===== config.mk =====
export PLATFORM = sky130hd
export DESIGN_NAME = tccw_queue
export DESIGN_NICKNAME = d
export VERILOG_FILES = /design/src/rtl/tccw_pkg.sv /design/src/rtl/tccw_queue.sv
export SDC_FILE = /design/constraint.sdc
export NUM_CORES = 1
export LEC_CHECK = 0
export BUFFER_PORTS_ARGS = -buffer_cell sky130_fd_sc_hd__clkbuf_2
export CAP_MARGIN = 30
export CORE_MARGIN = 2
export CORE_UTILIZATION = 40
export CTS_BUF_LIST = sky130_fd_sc_hd__clkbuf_2
export CTS_CLUSTER_SIZE = 24
export DETAILED_ROUTE_END_ITERATION = 10
export PLACE_DENSITY = 0.67
export REMOVE_ABC_BUFFERS = 1
export SLEW_MARGIN = 10
export SYNTH_ARGS = -nofsm -noshare
export SYNTH_HDL_FRONTEND = slang
export SYNTH_SLANG_ARGS = --single-unit

===== constraint.sdc =====
create_clock -name clk -period 2.25 [get_ports clk]
set_input_delay 0.3375 -clock clk [delete_from_list [all_inputs] [get_ports clk]]
set_output_delay 0.3375 -clock clk [all_outputs]
set_load 0.01 [all_outputs]

===== src/rtl/tccw_pkg.sv =====
// Shared types, constants and command codes for the text console cell writer.
package tccw_pkg;

    // Screen geometry
    localparam int COLUMNS       = 80;
    localparam int ROWS          = 25;
    localparam int CELL_COUNT    = COLUMNS * ROWS;
    localparam int LAST_ROW_BASE = (ROWS - 1) * COLUMNS;

    // Field widths
    localparam int MODE_W = 2;
    localparam int BYTE_W = 8;
    localparam int COL_W  = 7;
    localparam int ROW_W  = 5;
    localparam int ADDR_W = $clog2(CELL_COUNT);
    localparam int CELL_W = 16;

    // Command queue between front and back
    localparam int QDEPTH = 2;
    localparam int QPTR_W = 1;
    localparam int QCNT_W = 2;

    typedef logic [MODE_W-1:0] mode_t;
    typedef logic [BYTE_W-1:0] octet_t;
    typedef logic [COL_W-1:0]  col_t;
    typedef logic [ROW_W-1:0]  row_t;
    typedef logic [ADDR_W-1:0] addr_t;
    typedef logic [CELL_W-1:0] cell_t;

    // Request modes
    localparam mode_t MODE_PUT    = 2'd0;
    localparam mode_t MODE_CLEAR  = 2'd1;
    localparam mode_t MODE_SETCUR = 2'd2;
    localparam mode_t MODE_READ   = 2'd3;

    // Special characters
    localparam octet_t CH_NULL      = 8'h00;
    localparam octet_t CH_BACKSPACE = 8'h08;
    localparam octet_t CH_NEWLINE   = 8'h0A;
    localparam octet_t CH_SPACE     = 8'h20;

    localparam octet_t ATTR_RESET = 8'h02;

    // Classified operation handed from front to back
    typedef enum logic [2:0] {
        OP_NOP,
        OP_CHAR,
        OP_BS,
        OP_NL,
        OP_CLEAR,
        OP_SETCUR,
        OP_READ
    } op_t;

    typedef struct packed {
        op_t    op;
        octet_t ch;
        col_t   col;
        row_t   row;
        addr_t  addr;
    } cmd_t;

    // Back-end sequencer states
    typedef enum logic [1:0] {
        ST_IDLE,
        ST_SCROLL,
        ST_FILL,
        ST_DONE
    } state_t;

endpackage


===== src/rtl/tccw_queue.sv =====
// Short command queue between the front and back ends.
module tccw_queue (
    input  logic           clk,
    input  logic           rst_n,
    input  logic           in_valid,
    output logic           in_ready,
    input  tccw_pkg::cmd_t in_cmd,
    output logic           out_valid,
    input  logic           out_ready,
    output tccw_pkg::cmd_t out_cmd
);
    import tccw_pkg::*;

    cmd_t              entry_reg [QDEPTH];
    logic [QPTR_W-1:0] wr_ptr_reg;
    logic [QPTR_W-1:0] wr_ptr_next;
    logic [QPTR_W-1:0] rd_ptr_reg;
    logic [QPTR_W-1:0] rd_ptr_next;
    logic [QCNT_W-1:0] cnt_reg;
    logic [QCNT_W-1:0] cnt_next;
    logic              push;
    logic              pop;

    assign in_ready  = (cnt_reg != QCNT_W'(QDEPTH));
    assign out_valid = (cnt_reg != '0);
    assign out_cmd   = entry_reg[rd_ptr_reg];
    assign push      = in_valid && in_ready;
    assign pop       = out_valid && out_ready;

    // Advance pointers and fill count
    always_comb
    begin
        wr_ptr_next = wr_ptr_reg;
        rd_ptr_next = rd_ptr_reg;
        cnt_next    = cnt_reg;
        if (push)
        begin
            wr_ptr_next = (wr_ptr_reg == QPTR_W'(QDEPTH - 1)) ? '0 : wr_ptr_reg + 1'b1;
        end
        if (pop)
        begin
            rd_ptr_next = (rd_ptr_reg == QPTR_W'(QDEPTH - 1)) ? '0 : rd_ptr_reg + 1'b1;
        end
        priority if (push && !pop)
        begin
            cnt_next = cnt_reg + 1'b1;
        end
        else if (pop && !push)
        begin
            cnt_next = cnt_reg - 1'b1;
        end
    end

    always_ff @(posedge clk or negedge rst_n)
    begin
        if (!rst_n)
        begin
            wr_ptr_reg <= '0;
            rd_ptr_reg <= '0;
            cnt_reg    <= '0;
        end
        else
        begin
            wr_ptr_reg <= wr_ptr_next;
            rd_ptr_reg <= rd_ptr_next;
            cnt_reg    <= cnt_next;
        end
    end

    // Store the pushed entry
    always_ff @(posedge clk)
    begin
        if (push)
        begin
            entry_reg[wr_ptr_reg] <= in_cmd;
        end
    end

endmodule


==> results of run 1 <==
## worst reg2reg max path: stages (launching register included)
cell and delay, ns:
dfrtp_1 0.46, nand2b_1 0.18, nand2_1 0.19, inv_1 0.07, ha_1 0.20, xor2_1 0.14
nor2_1 0.12, xor2_1 0.17
## metal layers
metal,track usage [%],part of all wire [%]
met1,16.2,44
met2,19.4,49
met3,4.43,5.9
met4,6.71,1.7
met5,0,0
## synthesized netlist by cell type (all sizes together)
cell | count | area (sq um)
and3 | 1 | 6.26
buf | 4 | 71.3
dfrtp | 4 | 100
edfxtp | 68 | 2040
ha | 1 | 12.5
inv | 1 | 3.75
mux2 | 34 | 492
nand2 | 2 | 7.51
nand2b | 1 | 6.26
nor2 | 2 | 7.51
or2 | 1 | 6.26
xnor2 | 3 | 26.3
xor2 | 2 | 17.5
## stage by stage
stage / area [sq um] / setup WS, ns / TNS, ns / hold slack [ns] / power, W
after floorplan: 2730 / -0.312 / -10.61 / 0.0419 / 0.00298
after global placement: 3280 / 0.710 / 0 / 0.152 / 0.00350
after detailed placement: 3280 / 0.694 / 0 / 0.157 / 0.00353
after CTS: 3730 / 0.102 / 0 / 0.00511 / 0.00427
after global routing: 3740 / 0.0565 / 0 / 0.00290 / 0.00445
final: 3740 / 0.188 / 0 / 0.0637 / 0.00420
## where the power goes
group / internal [W] / total [W] / switching (W)
logic: 0.000815 / 0.00157 / 0.000754
registers: 0.00183 / 0.00193 / 0.0000944
clock network: 0.000256 / 0.000703 / 0.000447
total: 0.00291 / 0.00420 / 0.00130
## final cells by class
cell class              count  area, sq um
well taps                  96          120
clock inverters             7         71.3
clock buffers               9         45.0
multi-input cells          47          591
repair buffers            113          763
fillers                   559         3060
flip-flops and latches     72         2140
inverters                   1         3.75
## cells by family (layout without fill, tap and decap cells)
kind of cell	after synthesis	in the layout	share of synthesized area, %
muxes	34	34	17.6
and+or+nand+nor	7	7	1.21
adders and majority gates	1	1	0.447
DFF	72	72	76.5
buffers and inverters	5	130	2.68
xor gates and xnor gates	5	5	1.56
## worst paths after layout
path / end / startpoint / slack, ns
min in group asynchronous: wr_ptr_reg / rst_n / 0.18
setup / recovery: out_cmd[14] / rd_ptr_reg / 0.19
max in group asynchronous: rd_ptr_reg / rst_n / 1.93
setup reg to reg: cnt_reg[1] / cnt_reg[0] / 0.67
hold reg to reg: cnt_reg[1] / cnt_reg[1] / 0.51
hold / removal: entry_reg[1][30] / in_cmd[30] / 0.06
==> out/qor.csv, run 1 <==
stage,metric,value,unit
drt,wl,4.63,mm
logic_synthesis,ys_warn_count,0,
clock_tree,cts_made_buffers,9,
critical_path,rr_worst_depth,7,
die,start_util,41.2,%
timing,max_clock_freq,485,MHz
critical_path,critical-path-slowest-cell,dfrtp_2,
logic_synthesis,netlist_area,2800,sq um
power_and_ir_drop,irDropWorstVdd,0.000658,V
logic_synthesis,yosysUniqueCellTypes,15,
min_path,hold_depth,1,
job,drv_cap,0,
drt,routed_via_density,4.32,
timing,layout_min_cycle_time,2.06,ns
critical_path,cp_data_arrival_time,1.72,ns
drt,drt_iter0_drc,53,
clock_tree,tritoncts,yes,
drt,vias,1491,
clock_tree,clkTransAtPathRegs,0.18,ns
clock_tree,cts_max_path_buffers,2,
final_layout,area_growth,33.5,%
die,die_w,87.7,microns
final_layout,nNetsFinal,283,
placed_design,dp.cells,295,
clock_tree,post_cts_buffers,0,
die,fp-row-count,30,
critical_path,cp_num_buf_inv,2,
timing,finalClockSkew,0.0237,ns
power_and_ir_drop,leakagePower,1.53,nW
die,io_pins,74,
final_layout,finalNonFillerCells,345,
timing,rsz0062_at_grt,no,
critical_path,crit_chain,buf_4 > mux2_2 > clkbuf_2,
final_layout,final_cell_mix,"clkbuf_2, edfxtp_1, dlygate4sd3_1",
critical_path,cp_slowest_stage_delay,0.39,ns
final_layout,drive_gt1_share,52.6,%
critical_path,worstPathRequired,1.91,ns
run_status,status,"complete, no violations",
critical_path,cp.depth,3,
global_route,grt_pass1_wl,7.14,mm
critical_path,crit_family,buffers and inverters,
critical_path,setup.worst_path.class,register to output pin,
logic_synthesis,synth.avg_cell_area,22.6,sq um
placed_design,port_buffers,73,
drt,drc,0,
timing,max-slew-margin-rel,72.3,%
final_layout,largest_register_ffs,68,
die,core,6790,sq um
timing,min_period_over_period,91.7,%
timing,finalMaxSlewViolations,0,
clock_tree,clk_latency,0.49,ns
die,die_h,87.7,microns
final_layout,num_antenna_cells,0,
critical_path,start_kind,register,
drt,first_pass_iters,3,
global_route,grt_overflow,0,
clock_tree,ctsHtreeMaxLevel,3,
global_route,grtUsageTotal,12.8,%
clock_tree,cts_root_buffer,clkbuf_2,
drt,wl_per_cell,13.4,microns
timing,setup_viol,0,
global_route,grt_max_degree,22,
timing,hold_violations,0,
placed_design,gp_congestion,0.672,
timing,tightest_slew,0.415,ns
logic_synthesis,ys_ff_latch,72,
global_route,grt_pass1_vias,1507,
final_layout,final_common_cell,clkbuf_2,
critical_path,worst-path-max-fanout,21,
critical_path,setup.worst_path.end_class,output pin,
global_route,grt_antenna_before_repair,0,
final_layout,fin_util,55.0,%
die,fp.dieArea,7680,sq um
logic_synthesis,synthCells,124,
clock_tree,cts_hold_buffers,33,
clock_tree,post_cts_resized,0,
power_and_ir_drop,pwr_density_cell,1120,nW/um^2
logic_synthesis,yosysSeqAreaShare,76.5,%
drt,detail-route-antenna-nets,0,
clock_tree,clock_sinks,72,
min_path,hp-class,primary input to register,
placed_design,dp_hpwl,3.01,mm
Power figures use the tool's default switching activity.
==> run 2, diff against run 1 <==
ABC_AREA = 1   (was unset)
==> run 2 against run 1 <==
Effect of this change:
- first-iteration DRC count rose by 79%
- core utilization shrank 1.1 points
- sequential share of layout area up 1.8 points
- sequential power about the same
- via count is 21% higher
- area after synthesis is 1.4% lower
- clock power fell by 17%
- design area is 3.1% lower
- final cell count grew 17%
- clock skew up 0.0041 ns
- worst setup slack improved by 0.018 ns
- critical endpoint is now out_cmd[3]
- largest power group unchanged
==> out/qor.csv, run 2 <==
stage,metric,value,unit,change
placed_design,pre_cts_slack,0.654,ns,was 0.694 ns
die,io_pins,74,,unchanged
timing,max-slew-margin-rel,68.2,%,was 72.3%
global_route,grt_overflow,0,,unchanged
logic_synthesis,yosysUniqueCellTypes,16,,was 15
die,die_w,87.1,microns,was 87.7 microns
critical_path,cp_data_arrival_time,1.71,ns,was 1.72 ns
clock_tree,clock_sinks,72,,unchanged
clock_tree,tritoncts,yes,,unchanged
timing,finalMaxSlewViolations,0,,unchanged
final_layout,drive_gt1_share,33.5,%,was 52.6%
logic_synthesis,yosys.area.top_type,edfxtp_1,,unchanged
clock_tree,clk_latency,0.48,ns,was 0.49 ns
job,drv_cap,0,,unchanged
timing,setup_viol,0,,unchanged
placed_design,port_buffers,73,,unchanged
min_path,min_from,in_cmd[32],,was in_cmd[30]
global_route,grt_pass1_wl,8.08,mm,was 7.14 mm
global_route,grt_max_degree,36,,was 22
logic_synthesis,synth_flop_cell,edfxtp_1,,unchanged
timing,layout_min_cycle_time,2.04,ns,was 2.06 ns
power_and_ir_drop,irDropWorstVdd,0.000514,V,was 0.000658 V
drt,vias,1811,,was 1491
clock_tree,cts_root_buffer,clkbuf_2,,unchanged
logic_synthesis,ys_top_cells_by_area,"edfxtp_1, nand2_1, dfrtp_1",,"was edfxtp_1, mux2_4, dfrtp_1"
drt,wl_met1,2.27,mm,was 2.03 mm
final_layout,final_common_cell,nand2_1,,was clkbuf_2
drt,dr_wl_met3,239,microns,was 272 microns
critical_path,cp_slowest_stage_delay,0.66,ns,was 0.39 ns
critical_path,setup.worst_path.end_class,output pin,,unchanged
logic_synthesis,async_reset_ff_share,5.56,%,unchanged
drt,routed_via_density,4.47,,was 4.32
critical_path,start_kind,register,,unchanged
placed_design,post_dp_cell_area,3210,sq um,was 3280 sq um
drt,drt_iter0_drc,95,,was 53
critical_path,crit_path_frequent_cell,nand2_1,,
die,core,6720,sq um,was 6790 sq um
final_layout,largest_register_ffs,68,,unchanged
critical_path,worst-path-max-fanout,11,,was 21
placed_design,gp_congestion,0.733,,was 0.672
timing,hold_violations,0,,unchanged
power_and_ir_drop,pwr_density_cell,1120,nW/um^2,about the same
timing,finalClockSkew,0.0277,ns,was 0.0237 ns
drt,wl,5.32,mm,was 4.63 mm
clock_tree,clkTransAtPathRegs,0.18,ns,about the same
final_layout,nNetsFinal,359,,was 283
die,die_h,87.1,microns,was 87.7 microns
logic_synthesis,yosysSeqAreaShare,77.6,%,was 76.5%
critical_path,cp_num_buf_inv,2,,unchanged
logic_synthesis,synthCells,206,,was 124
drt,drc,0,,unchanged
logic_synthesis,synth.avg_cell_area,13.4,sq um,was 22.6 sq um
global_route,grt_antenna_before_repair,0,,unchanged
global_route,grtUsageTotal,14.8,%,was 12.8%
timing,max_clock_freq,489,MHz,was 485 MHz
logic_synthesis,ys_warn_count,0,,unchanged
logic_synthesis,synthTopCellsByCount,"nand2_1, edfxtp_1, nand2_2",,"was edfxtp_1, mux2_4, mux2_2"
drt,wl_met2,2.73,mm,was 2.26 mm
die,fp.dieArea,7580,sq um,was 7680 sq um
drt,detail-route-antenna-nets,0,,unchanged
logic_synthesis,ys_ff_latch,72,,unchanged
timing,worst_slack,0.206,ns,was 0.188 ns
placed_design,dp_hpwl,3.50,mm,was 3.01 mm
critical_path,setup.worst_path.class,register to output pin,,unchanged
critical_path,cp-startpoint,rd_ptr_reg,,unchanged
timing,min_period_over_period,90.8,%,was 91.7%
die,fp-row-count,30,,unchanged
drt,first_pass_iters,4,,was 3
logic_synthesis,netlist_area,2760,sq um,was 2800 sq um
timing,rsz0062_at_grt,no,,unchanged
final_layout,area_growth,31.3,%,was 33.5%
timing,tightest_slew,0.475,ns,was 0.415 ns
critical_path,reg2reg_from,cnt_reg[0],,unchanged
placed_design,dp.cells,356,,was 295
critical_path,critical-path-slowest-cell,dfrtp_1,,was dfrtp_2
clock_tree,cts_max_path_buffers,2,,unchanged
power_and_ir_drop,power,0.00407,W,was 0.00420 W
critical_path,crit_chain,buf_4 > nand2_1 > nand2_1 > clkbuf_2,,was buf_4 > mux2_2 > clkbuf_2
power_and_ir_drop,leakagePower,1.59,nW,was 1.53 nW
logic_synthesis,synth_edf_count,68,,unchanged
final_layout,finalInstanceArea,3620,sq um,was 3740 sq um
die,start_util,41.1,%,was 41.2%
final_layout,finalNonFillerCells,405,,was 345
clock_tree,post_cts_buffers,0,,unchanged
clock_tree,ctsHtreeMaxLevel,3,,unchanged
logic_synthesis,synth_top_cell_area_share,74.0,%,was 73.0%
clock_tree,cts_made_buffers,9,,unchanged
final_layout,num_antenna_cells,0,,unchanged
drt,top_layer,met4,,unchanged
global_route,grt_pass1_vias,1699,,was 1507
run_status,status,"complete, no violations",,unchanged
timing,whs,0.0683,ns,was 0.0637 ns
logic_synthesis,synth_most_common_cell,nand2_1,,was edfxtp_1
min_path,hp-class,primary input to register,,unchanged
final_layout,final_cell_mix,"nand2_1, clkbuf_2, edfxtp_1",,"was clkbuf_2, edfxtp_1, dlygate4sd3_1"
drt,wl_per_cell,13.1,microns,was 13.4 microns
critical_path,worstPathRequired,1.91,ns,about the same
critical_path,crit_family,flip-flops,,was buffers and inverters
## run 2: per-layer routing
layer | vias up | global-route usage, %
met5 | - | 0
met4 | 0 | 6.82
met3 | 6 | 4.36
met2 | 55 | 24.1
met1 | 832 | 18.3
li1 | 918 | -
## run 2: path summary, 6_finish.rpt
path	endpoint	slack, ns	cells after the start
min in group asynchronous	wr_ptr_reg	0.16	2
max in group asynchronous	rd_ptr_reg	1.93	2
worst min register to register	cnt_reg[0]	0.53	1
worst min-delay path	entry_reg[1][32]	0.07	1
worst max register to register	entry_reg[1][6]	0.63	5
worst max-delay path	out_cmd[3]	0.21	4
## run 2: final cells by class
cell class                 instances  area (sq um)
fill                             599          3100
sequential                        72          2140
timing repair buffer             110           738
multi-input combinational        120           522
tap                               80           100
clock buffer                      10          50.0
clock inverter                     6          36.3
inverter                           7          33.8
## run 2: repair_timing
action	in CTS	in global routing
hold buffers	17	16
resized for setup	0	0
endpoints found under the hold margin	30	31
## run 2: through the flow
step                      util [%]  TNS (ns)
after CTS                     51.5         0
after global placement        47.7         0
after floorplan                  -    -14.91
final                         53.9         0
after global routing          53.9         0
after detailed placement      47.7         0
## run 2: logic make-up after synthesis
logic type / share of synthesized area [%]
simple gates: 17.3
flops: 77.6
buf+inv: 3.99
xor+xnor: 0.635
fa+ha+maj: 0.453
## run 2: power by group
part	internal (W)	switching [W]	total, W
clock	0.000141	0.000441	0.000582
sequential	0.00183	0.000127	0.00196
combinational	0.000551	0.000976	0.00153
