<file path="config.mk">
export PLATFORM = sky130hd
export DESIGN_NAME = tccw_front_flat
export DESIGN_NICKNAME = d
export VERILOG_FILES = /design/src/rtl/tccw_pkg.sv /design/src/rtl/tccw_cmd_if.sv /design/src/rtl/tccw_front.sv /design/src/flat_wrapper.sv
export SDC_FILE = /design/constraint.sdc
export NUM_CORES = 1
export LEC_CHECK = 0
export ABC_AREA = 1
export BUFFER_PORTS_ARGS = -buffer_cell sky130_fd_sc_hd__buf_2
export CORE_MARGIN = 10
export CORE_UTILIZATION = 42
export DETAILED_ROUTE_END_ITERATION = 10
export PLACE_DENSITY = 0.91
export RECOVER_POWER = 50
export SETUP_SLACK_MARGIN = 0.1
export SYNTH_ARGS = -nofsm -noshare
export SYNTH_HDL_FRONTEND = slang
export SYNTH_SLANG_ARGS = --single-unit
</file>
<file path="constraint.sdc">
create_clock -name vclk -period 6.7
set_clock_uncertainty 0.1 [all_clocks]
set_input_delay 0.335 -clock vclk [all_inputs]
set_output_delay 0.335 -clock vclk [all_outputs]
set_load 0.01 [all_outputs]
</file>
<file path="src/rtl/tccw_pkg.sv">
// Shared types, constants and command codes for the text console cell writer.
package tccw_pkg;

    // Screen geometry
    localparam int COLUMNS       = 80;
    localparam int ROWS          = 25;
    localparam int CELL_COUNT    = COLUMNS * ROWS;
    localparam int LAST_ROW_BASE = (ROWS - 1) * COLUMNS;

    // Field widths
    localparam int MODE_W = 2;
    localparam int BYTE_W = 8;
    localparam int COL_W  = 7;
    localparam int ROW_W  = 5;
    localparam int ADDR_W = $clog2(CELL_COUNT);
    localparam int CELL_W = 16;

    // Command queue between front and back
    localparam int QDEPTH = 2;
    localparam int QPTR_W = 1;
    localparam int QCNT_W = 2;

    typedef logic [MODE_W-1:0] mode_t;
    typedef logic [BYTE_W-1:0] octet_t;
    typedef logic [COL_W-1:0]  col_t;
    typedef logic [ROW_W-1:0]  row_t;
    typedef logic [ADDR_W-1:0] addr_t;
    typedef logic [CELL_W-1:0] cell_t;

    // Request modes
    localparam mode_t MODE_PUT    = 2'd0;
    localparam mode_t MODE_CLEAR  = 2'd1;
    localparam mode_t MODE_SETCUR = 2'd2;
    localparam mode_t MODE_READ   = 2'd3;

    // Special characters
    localparam octet_t CH_NULL      = 8'h00;
    localparam octet_t CH_BACKSPACE = 8'h08;
    localparam octet_t CH_NEWLINE   = 8'h0A;
    localparam octet_t CH_SPACE     = 8'h20;

    localparam octet_t ATTR_RESET = 8'h02;

    // Classified operation handed from front to back
    typedef enum logic [2:0] {
        OP_NOP,
        OP_CHAR,
        OP_BS,
        OP_NL,
        OP_CLEAR,
        OP_SETCUR,
        OP_READ
    } op_t;

    typedef struct packed {
        op_t    op;
        octet_t ch;
        col_t   col;
        row_t   row;
        addr_t  addr;
    } cmd_t;

    // Back-end sequencer states
    typedef enum logic [1:0] {
        ST_IDLE,
        ST_SCROLL,
        ST_FILL,
        ST_DONE
    } state_t;

endpackage

</file>
<file path="src/rtl/tccw_cmd_if.sv">
// Request channel carrying one console command.
interface tccw_cmd_if;
    import tccw_pkg::*;

    logic   valid;
    logic   ready;
    mode_t  mode;
    octet_t char_code;
    octet_t col;
    octet_t row;

    modport source (output valid, output mode, output char_code, output col, output row,
                    input ready);
    modport sink   (input valid, input mode, input char_code, input col, input row,
                    output ready);
    modport mon    (input valid, input ready, input mode, input char_code, input col,
                    input row);
endinterface

</file>
<file path="src/rtl/tccw_front.sv">
// Front end: accept requests, classify them and saturate coordinates.
module tccw_front (
    tccw_cmd_if.sink       cmd,
    output logic           q_valid,
    input  logic           q_ready,
    output tccw_pkg::cmd_t q_cmd
);
    import tccw_pkg::*;

    col_t col_sat;
    row_t row_sat;
    op_t  op;

    // Pass the request straight into the queue
    assign q_valid = cmd.valid;
    assign cmd.ready = q_ready;

    // Saturate coordinates to the last column and row
    always_comb
    begin
        col_sat = (cmd.col > octet_t'(COLUMNS - 1)) ? col_t'(COLUMNS - 1) : cmd.col[COL_W-1:0];
        row_sat = (cmd.row > octet_t'(ROWS - 1)) ? row_t'(ROWS - 1) : cmd.row[ROW_W-1:0];
    end

    // Classify the request
    always_comb
    begin
        op = OP_NOP;
        unique case (cmd.mode)
            MODE_PUT:
            begin
                unique case (cmd.char_code)
                    CH_NULL:      op = OP_NOP;
                    CH_BACKSPACE: op = OP_BS;
                    CH_NEWLINE:   op = OP_NL;
                    default:      op = OP_CHAR;
                endcase
            end
            MODE_CLEAR:  op = OP_CLEAR;
            MODE_SETCUR: op = OP_SETCUR;
            MODE_READ:   op = OP_READ;
        endcase
    end

    // Build the queue entry with the linear cell address
    always_comb
    begin
        q_cmd.op   = op;
        q_cmd.ch   = cmd.char_code;
        q_cmd.col  = col_sat;
        q_cmd.row  = row_sat;
        q_cmd.addr = addr_t'(addr_t'(row_sat) * addr_t'(COLUMNS)) + addr_t'(col_sat);
    end

endmodule

</file>
<file path="src/flat_wrapper.sv">
// flat-port wrapper written by rule: the top's interface ports become plain ports
module tccw_front_flat import tccw_pkg::*;
  (q_valid, q_ready, q_cmd, cmd_valid, cmd_mode, cmd_char_code, cmd_col, cmd_row, cmd_ready);
  tccw_cmd_if cmd_i ();
  output logic q_valid;
  input  logic q_ready;
  output tccw_pkg::cmd_t q_cmd;
  input wire logic [$bits(cmd_i.valid)-1:0] cmd_valid;
  input wire logic [$bits(cmd_i.mode)-1:0] cmd_mode;
  input wire logic [$bits(cmd_i.char_code)-1:0] cmd_char_code;
  input wire logic [$bits(cmd_i.col)-1:0] cmd_col;
  input wire logic [$bits(cmd_i.row)-1:0] cmd_row;
  output wire logic [$bits(cmd_i.ready)-1:0] cmd_ready;
  assign cmd_i.valid = cmd_valid;
  assign cmd_i.mode = cmd_mode;
  assign cmd_i.char_code = cmd_char_code;
  assign cmd_i.col = cmd_col;
  assign cmd_i.row = cmd_row;
  assign cmd_ready = cmd_i.ready;
  tccw_front u_core (.cmd(cmd_i), .q_valid(q_valid), .q_ready(q_ready), .q_cmd(q_cmd));
endmodule
</file>
==> impl_metrics.py, run 1 <==
metrics = {
    "outcome": {
        "status": "completed",
    },
    "critical_path": {
        "path_class": "in -> out",
        "critical_path.max_fanout": 5,
        "required_ns": 6.26,
        "arrival_ns": 2.79,
        "crit_path_start_kind": "input port",
        "endpoint_kind": "output port",
    },
    "route": {
        "drc": 0,
        "viasPerCell": 4.60,
        "firstDrtPassIters": 2,
        "drt-total-wl_mm": 2.05,
        "dr_total_vias": 764,
        "antenna_left": 0,
        "wl_per_cell_um": 12.4,
        "drt_iter0_drc": 18,
    },
    "floorplanning": {
        "die_h_um": 59.6,
        "die-area_um2": 3550,
        "die_x_um": 59.6,
        "num_io_pins": 64,
        "core_area_um2": 1490,
        "start_util": 0.442,
        "row_count": 14,
    },
    "timing": {
        "setup_violations": 0,
        "hold_slack_ns": 0.570,
        "maxSlewViolCount": 0,
        "hold_viol_final": 0,
        "grt_setup_unrepaired": "no",
        "period_share": 0.482,
        "slew_headroom": 0.694,
        "period_needed_ns": 3.23,
        "fin_setup_tns_ns": 0,
        "clock.fmax_mhz": 310,
        "worstMarginPinSlew_ns": 0.455,
    },
    "logic_synthesis": {
        "netlist_area_um2": 658,
        "syn_area_per_cell_um2": 6.33,
        "yosysUniqueCellTypes": 22,
        "syn-instance-count": 104,
        "ys_seq_area_frac": 0,
        "syn-num-nets": 142,
        "yosys_warnings": 0,
    },
    "min_path": {
        "min_to": "q_valid",
        "worstHoldPathCells": 0,
        "hold_path_startpoint": "cmd_valid",
        "hold_path_class": "in -> out",
    },
    "finish": {
        "fillers": 164,
        "syn_to_final_growth_pct": 28.1,
        "drive_gt1_frac": 0.360,
        "clockBufferCount": 0,
        "nets": 190,
        "seq_cell_count": 0,
        "multi_input_area_um2": 465,
        "regArea_um2": 0,
        "antenna_cells": 0,
    },
    "global_routing": {
        "grt_pass1_wl_mm": 3.24,
        "grt_overflow_total": 0,
        "track_usage": 0.107,
        "grt_start_max_net_pins": 6,
        "antenna_found_initial": 0,
        "grt_pass1_vias": 784,
    },
    "clock_network": {
        "cts_setup_buffers": 0,
        "postCtsHoldBufs": 0,
        "cts_resized": 0,
    },
    "flow_run": {
        "maxCapViolations": 0,
    },
    "placed_design": {
        "dpl.hpwl_mm": 1.96,
        "gp_congestion": 0.759,
        "io_buffer_count": 60,
    },
    "power": {
        "p_leak_uw": 0.000505,
        "power_density_nw_per_um2": 58.6,
        "peakVddDrop_mv": 0.0259,
    },
}
[cells by family (layout without fill, tap and decap cells)]
kind of cell    count (synthesis)  count (layout)  synth area share
fa+ha+maj                      10              10             0.213
compound gates                  4               4            0.0399
simple gates                   51              51             0.407
xor+xnor                        5               5            0.0666
buf+inv                        34              80             0.274
[final cells by class]
class / count / share of cell area
Inverter: 20 / 0.0890
Multi-Input combinational cell: 70 / 0.552
Tap cell: 16 / 0.0237
Timing Repair Buffer: 60 / 0.335
[placed cells by master, fill, tap and decap left out]
cell type / n
nor3_4: 2
o21ai_0: 1
buf_2: 46
fa_1: 2
or2_1: 1
inv_1: 19
ha_1: 8
xnor2_1: 2
nand3_1: 8
nor3_1: 1
inv_2: 1
nor2_1: 11
o21ai_2: 1
o31ai_1: 1
nand4_1: 2
clkbuf_1: 14
a21oi_1: 1
nor2_4: 2
nor2_2: 2
nand2_1: 22
xor2_1: 3
[where the power goes]
group / total (µW) / switching (µW) / leakage (µW) / internal, µW
registers: 0 / 0 / 0 / 0
logic: 49.4 / 29.0 / 0.000505 / 20.5
clock network: 0 / 0 / 0 / 0
total: 49.4 / 29.0 / 0.000505 / 20.5
[cell usage after synthesis]
cell      n  area share
nand2_1  21        0.12
inv_1    19        0.11
buf_4    14        0.16
nor2_1   11       0.063
ha_1      8        0.15
nand3_1   7       0.053
xor2_1    3       0.040
fa_1      2       0.061
nand4_1   2       0.019
nor2_2    2       0.019
nor2_4    2       0.034
nor3_4    2       0.049
xnor2_1   2       0.027
a21oi_1   1      0.0076
inv_2     1      0.0057
nand2_4   1       0.017
nand3_2   1       0.015
nor3_1    1      0.0076
o21ai_0   1      0.0076
o21ai_2   1       0.013
o31ai_1   1       0.011
or2_1     1      0.0095
[layer usage]
layer,vias up,part of all wire,wire length (µm),global-route usage
met5,-,0,0,0
met1,320,0.37,759,0.102
met3,0,0.17,351,0.0622
li1,405,-,-,-
met4,0,0,0,0.00962
met2,39,0.46,942,0.198
[through the flow]
step / worst slack [ns] / total power (µW) / instances / cell area, µm² / util
after CTS: 3.55 / 52.0 / 166 / 873 / 0.587
after global placement: 3.59 / 50.4 / 166 / 873 / 0.587
after detailed placement: 3.55 / 51.8 / 166 / 873 / 0.587
after global routing: 3.28 / 55.7 / 166 / 843 / 0.566
final: 3.47 / 49.4 / 166 / 843 / 0.566
after floorplan: 3.79 / 33.9 / 104 / 658 / -
[worst max-delay path by stage]
stage	startpoint	end	cells after the start
3_3_place_gp	cmd_row[2]	q_cmd[9]	13
2_1_floorplan	cmd_row[2]	q_cmd[9]	11
3_5_place_dp	cmd_row[2]	q_cmd[9]	13
4_1_cts	cmd_row[2]	q_cmd[10]	15
6_report	cmd_row[2]	q_cmd[10]	15
5_1_grt	cmd_row[0]	q_cmd[10]	15
[critical path: stages]
cell and delay (ns):
buf_2 0.10, inv_2 0.10, nand2_1 0.07, nand2_1 0.11, nand2_1 0.21, or2_1 0.31, ha_1 0.28, ha_1 0.23
fa_1 0.39, xnor2_1 0.21, inv_1 0.10, nand3_1 0.08, nand3_1 0.08, nand2_1 0.06, buf_2 0.12
Note: power is estimated with default switching activity, not from simulation.
==> run 2, diff against run 1 <==
CORE_UTILIZATION = 35   (was 42)
PLACE_DENSITY = 0.81   (was 0.91)
clock period = 2.6 ns   (was 6.7 ns; I/O delays follow)
==> run 2 against run 1 <==
  * Core utilization fell by 2.6 points
  * Worst hold slack got worse by 0.41 ns
  * Die area grew 13%
  * Critical endpoint is now q_cmd[9]
  * Highest routed layer unchanged
==> impl_metrics.py, run 2 (synthesis gave the netlist of run 1 again) <==
metrics = {
    "global_routing": {
        "grt_overflow_total": 0,
        "antenna_found_initial": 0,
        "grt_pass1_wl_mm": 3.47,
        "grt_start_max_net_pins": 5,
        "track_usage": 0.0959,
        "grt_pass1_vias": 815,
    },
    "finish": {
        "regArea_um2": 0,
        "most-common-layout-cells": "45 x buf_2, 19 x nand2_1, 18 x inv_1",
        "seq_cell_count": 0,
        "layout_commonest_cell": "buf_2",
        "clockBufferCount": 0,
        "antenna_cells": 0,
        "nets": 197,
        "drive_gt1_frac": 0.452,
        "syn_to_final_growth_pct": 44.9,
        "design_area_um2": 953,
    },
    "critical_path": {
        "worstPathCellList": "buf_2 -> nor3_4 -> nand2_4 -> or2_4 -> ha_4 -> ha_2 -> fa_2 -> inv_1 -> nor2_2 -> xor2_1 -> buf_2",
        "arrival_ns": 2.17,
        "crit_family": "adder cells",
        "slowest_delay_ns": 0.56,
        "endpoint_kind": "output port",
        "required_ns": 2.37,
        "cpMostUsedCell": "buf_2",
        "path_class": "in -> out",
        "path_buf_inv": 3,
        "slowest_stage": "fa_2",
        "critical_path.max_fanout": 4,
        "crit_path_start_kind": "input port",
    },
    "min_path": {
        "hold_path_class": "in -> out",
    },
    "power": {
        "p_int_uw": 61.8,
        "p_leak_uw": 0.000543,
        "power_density_nw_per_um2": 147,
        "swShare": 0.560,
        "p_seq_frac": 0,
        "share_comb_of_total_power": 1.000,
        "p_sw_uw": 78.5,
        "p_clk_frac": 0,
        "peakVddDrop_mv": 0.0803,
    },
    "timing": {
        "clock.fmax_mhz": 417,
        "worstMarginPinSlew_ns": 0.456,
        "hold_slack_ns": 0.160,
        "period_needed_ns": 2.40,
        "setup_violations": 0,
        "maxSlewViolCount": 0,
        "period_share": 0.922,
        "slew_headroom": 0.693,
        "hold_viol_final": 0,
        "grt_setup_unrepaired": "no",
        "fin_setup_tns_ns": 0,
    },
    "placed_design": {
        "dpl.hpwl_mm": 1.96,
        "placed_cell_area_um2": 922,
        "gp_congestion": 0.777,
        "io_buffer_count": 60,
    },
    "outcome": {
        "status": "completed",
    },
    "route": {
        "wl_per_cell_um": 11.8,
        "drt-total-wl_mm": 2.14,
        "drt_iter0_drc": 19,
        "dr_total_vias": 780,
        "firstDrtPassIters": 4,
        "antenna_left": 0,
        "viasPerCell": 4.29,
        "drc": 0,
    },
    "floorplanning": {
        "core_area_um2": 1760,
        "start_util": 0.373,
        "num_io_pins": 64,
        "die_h_um": 63.4,
        "row_count": 15,
        "die_x_um": 63.4,
        "die-area_um2": 4020,
    },
    "flow_run": {
        "maxCapViolations": 0,
    },
}
## run 2: cell types whose count changed in the layout (fill, tap and decap cells not counted), sizes merged
| cell | previous run | this run |
|---|---|---|
| buf | 46 | 52 |
| clkbuf | 14 | 15 |
## run 2: layer usage
layer,vias to the layer above,share of wire,global-route usage
met5,-,0,0
met4,0,0,0.00273
met3,0,0.097,0.0353
met2,37,0.49,0.180
met1,330,0.41,0.104
li1,413,-,-
## run 2: through the flow
stage	power [µW]	util	worst slack (ns)	cells
final	140	0.540	0.204	182
after global routing	157	0.540	0.109	182
after CTS	141	0.531	0.109	181
after detailed placement	137	0.523	0.0472	180
after global placement	134	0.523	0.0874	180
after floorplan	87.3	-	0.103	104
## run 2: repair_timing
item                       CTS  global route
hold buffers                 0             0
resized for setup            3             6
setup endpoints to repair    2             3
setup buffers                1             1
pin swaps                    3             2
## run 2: area by class of cell
cell class                      instances  area, µm²
Multi-Input combinational cell         70        513
Tap cell                               25       31.3
Timing Repair Buffer                   67        334
Fill cell                             194        811
Inverter                               20       75.1
## run 2: final timing paths
| path | from | endpoint | slack (ns) | cells past startpoint |
|---|---|---|---|---|
| setup / recovery | cmd_row[5] | q_cmd[9] | 0.20 | 11 |
| hold / removal | cmd_valid | q_valid | 0.16 | 0 |
## run 2: power groups by stage
stage	combinational, µW	clock (µW)	sequential (µW)
after floorplan	87.3	0	0
after global placement	134	0	0
after detailed placement	137	0	0
after CTS	141	0	0
after global routing	157	0	0
final	140	0	0
==> run 3, diff against run 2 <==
PLACE_DENSITY = 0.85   (was 0.81)
==> run 3 against run 2 <==
  * Core utilization is 3.3 points higher
  * Die area unchanged
  * Wire length rose by 14%
  * First-iteration DRC count is 63% higher
  * Critical path depth increased by 3
  * Worst setup slack lost 0.028 ns
  * Combinational power increased by 7%
  * Maximum frequency shrank 1.2%
  * Count of clock-buffer cells in the layout did not move
  * Via count rose by 4.6%
  * Cell count grew 0.55%
  * Largest cell class unchanged
  * Highest routed layer is now met4
==> impl_metrics.py, run 3 (synthesis gave the netlist of run 1 again) <==
metrics = {
    "critical_path": {
        "critical_path.max_fanout": 4,
        "slowest_stage": "fa_2",
        "endpoint_kind": "output port",
        "crit_family": "adder cells",
        "crit_path_start_kind": "input port",
        "worstPathCellList": "buf_6 -> nor3_4 -> nand2_4 -> inv_1 -> nand2_2 -> inv_1 -> ha_4 -> ha_4 -> fa_2 -> nand2_1 -> nor2_1 -> nand3_1 -> nand2_1 -> buf_2",
        "slowest_delay_ns": 0.55,
        "crit_start": "cmd_row[6]",
        "path_buf_inv": 4,
        "arrival_ns": 2.19,
        "path_class": "in -> out",
        "required_ns": 2.37,
    },
    "global_routing": {
        "antenna_found_initial": 0,
        "grt_pass1_wl_mm": 3.68,
        "grt_pass1_vias": 821,
        "track_usage": 0.105,
        "grt_start_max_net_pins": 5,
        "grt_overflow_total": 0,
    },
    "outcome": {
        "status": "completed",
    },
    "timing": {
        "clock.fmax_mhz": 413,
        "worstMarginPinSlew_ns": 0.490,
        "layout_setup_ws_ns": 0.176,
        "slew_headroom": 0.670,
        "period_share": 0.932,
        "grt_setup_unrepaired": "no",
        "fin_setup_tns_ns": 0,
        "period_needed_ns": 2.42,
        "setup_violations": 0,
        "hold_viol_final": 0,
        "maxSlewViolCount": 0,
    },
    "finish": {
        "multi_input_area_um2": 538,
        "clockBufferCount": 0,
        "layout_commonest_cell": "buf_2",
        "drive_gt1_frac": 0.462,
        "fillers": 191,
        "seq_cell_count": 0,
        "regArea_um2": 0,
        "final_util": 0.573,
        "antenna_cells": 0,
        "syn_to_final_growth_pct": 53.6,
        "nets": 198,
        "most-common-layout-cells": "41 x buf_2, 19 x nand2_1, 19 x inv_1",
    },
    "floorplanning": {
        "num_io_pins": 64,
        "die-area_um2": 4020,
        "die_x_um": 63.4,
        "die_h_um": 63.4,
        "row_count": 15,
        "core_area_um2": 1760,
        "start_util": 0.373,
    },
    "flow_run": {
        "maxCapViolations": 0,
    },
    "clock_network": {
        "postCtsHoldBufs": 0,
    },
    "min_path": {
        "hold_path_class": "in -> out",
        "hold_path_startpoint": "q_ready",
    },
    "route": {
        "drc": 0,
        "firstDrtPassIters": 4,
        "viasPerCell": 4.46,
        "drt_iter0_drc": 31,
        "drt-total-wl_mm": 2.44,
        "antenna_left": 0,
        "wl_per_cell_um": 13.3,
        "dr_total_vias": 816,
    },
    "placed_design": {
        "dpl.hpwl_mm": 2.13,
        "gp_congestion": 0.805,
        "io_buffer_count": 60,
        "post-place-ws_ns": 0.0209,
    },
    "power": {
        "power_density_nw_per_um2": 149,
        "peakVddDrop_mv": 0.0809,
        "p_leak_uw": 0.000561,
    },
}
-- run 3: worst paths after layout --
path / end / slack, ns / cells past startpoint
hold / removal: cmd_ready / 0.16 / 0
setup / recovery: q_cmd[10] / 0.18 / 14
-- run 3: area by class of cell --
cell class | instances | share of cell area
Timing Repair Buffer | 68 | 0.363
Inverter | 20 | 0.0743
Tap cell | 25 | 0.0309
Multi-Input combinational cell | 70 | 0.532
-- run 3: metal layers --
layer  wire, µm  global-route usage  vias up
li1           -                   -      417
met1        767              0.0954      351
met2       1340               0.209       40
met3        254              0.0424        8
met4         78              0.0273        0
met5          0                   0        -
-- run 3: metrics by stage --
step	instance area [µm²]	hold WS [ns]	instances	power [µW]
2_1_floorplan	658	0.208	104	87.3
3_3_place_gp	922	0.160	180	134
3_5_place_dp	922	0.160	180	139
4_1_cts	960	0.160	182	144
5_1_grt	1010	0.160	183	166
6_report	1010	0.160	183	150
-- run 3: report_power, final --
part           switching, µW  internal, µW  total, µW
sequential                 0             0          0
combinational           82.0          68.1        150
clock                      0             0          0
total                   82.0          68.1        150
-- run 3: what timing repair did --
| action | 4_1_cts | 5_1_grt |
|---|---|---|
| cloned | 0 | 0 |
| pin swaps | 4 | 5 |
| endpoints found under the setup margin | 2 | 3 |
| buffers inserted | 2 | 1 |
| gates resized for setup | 6 | 10 |
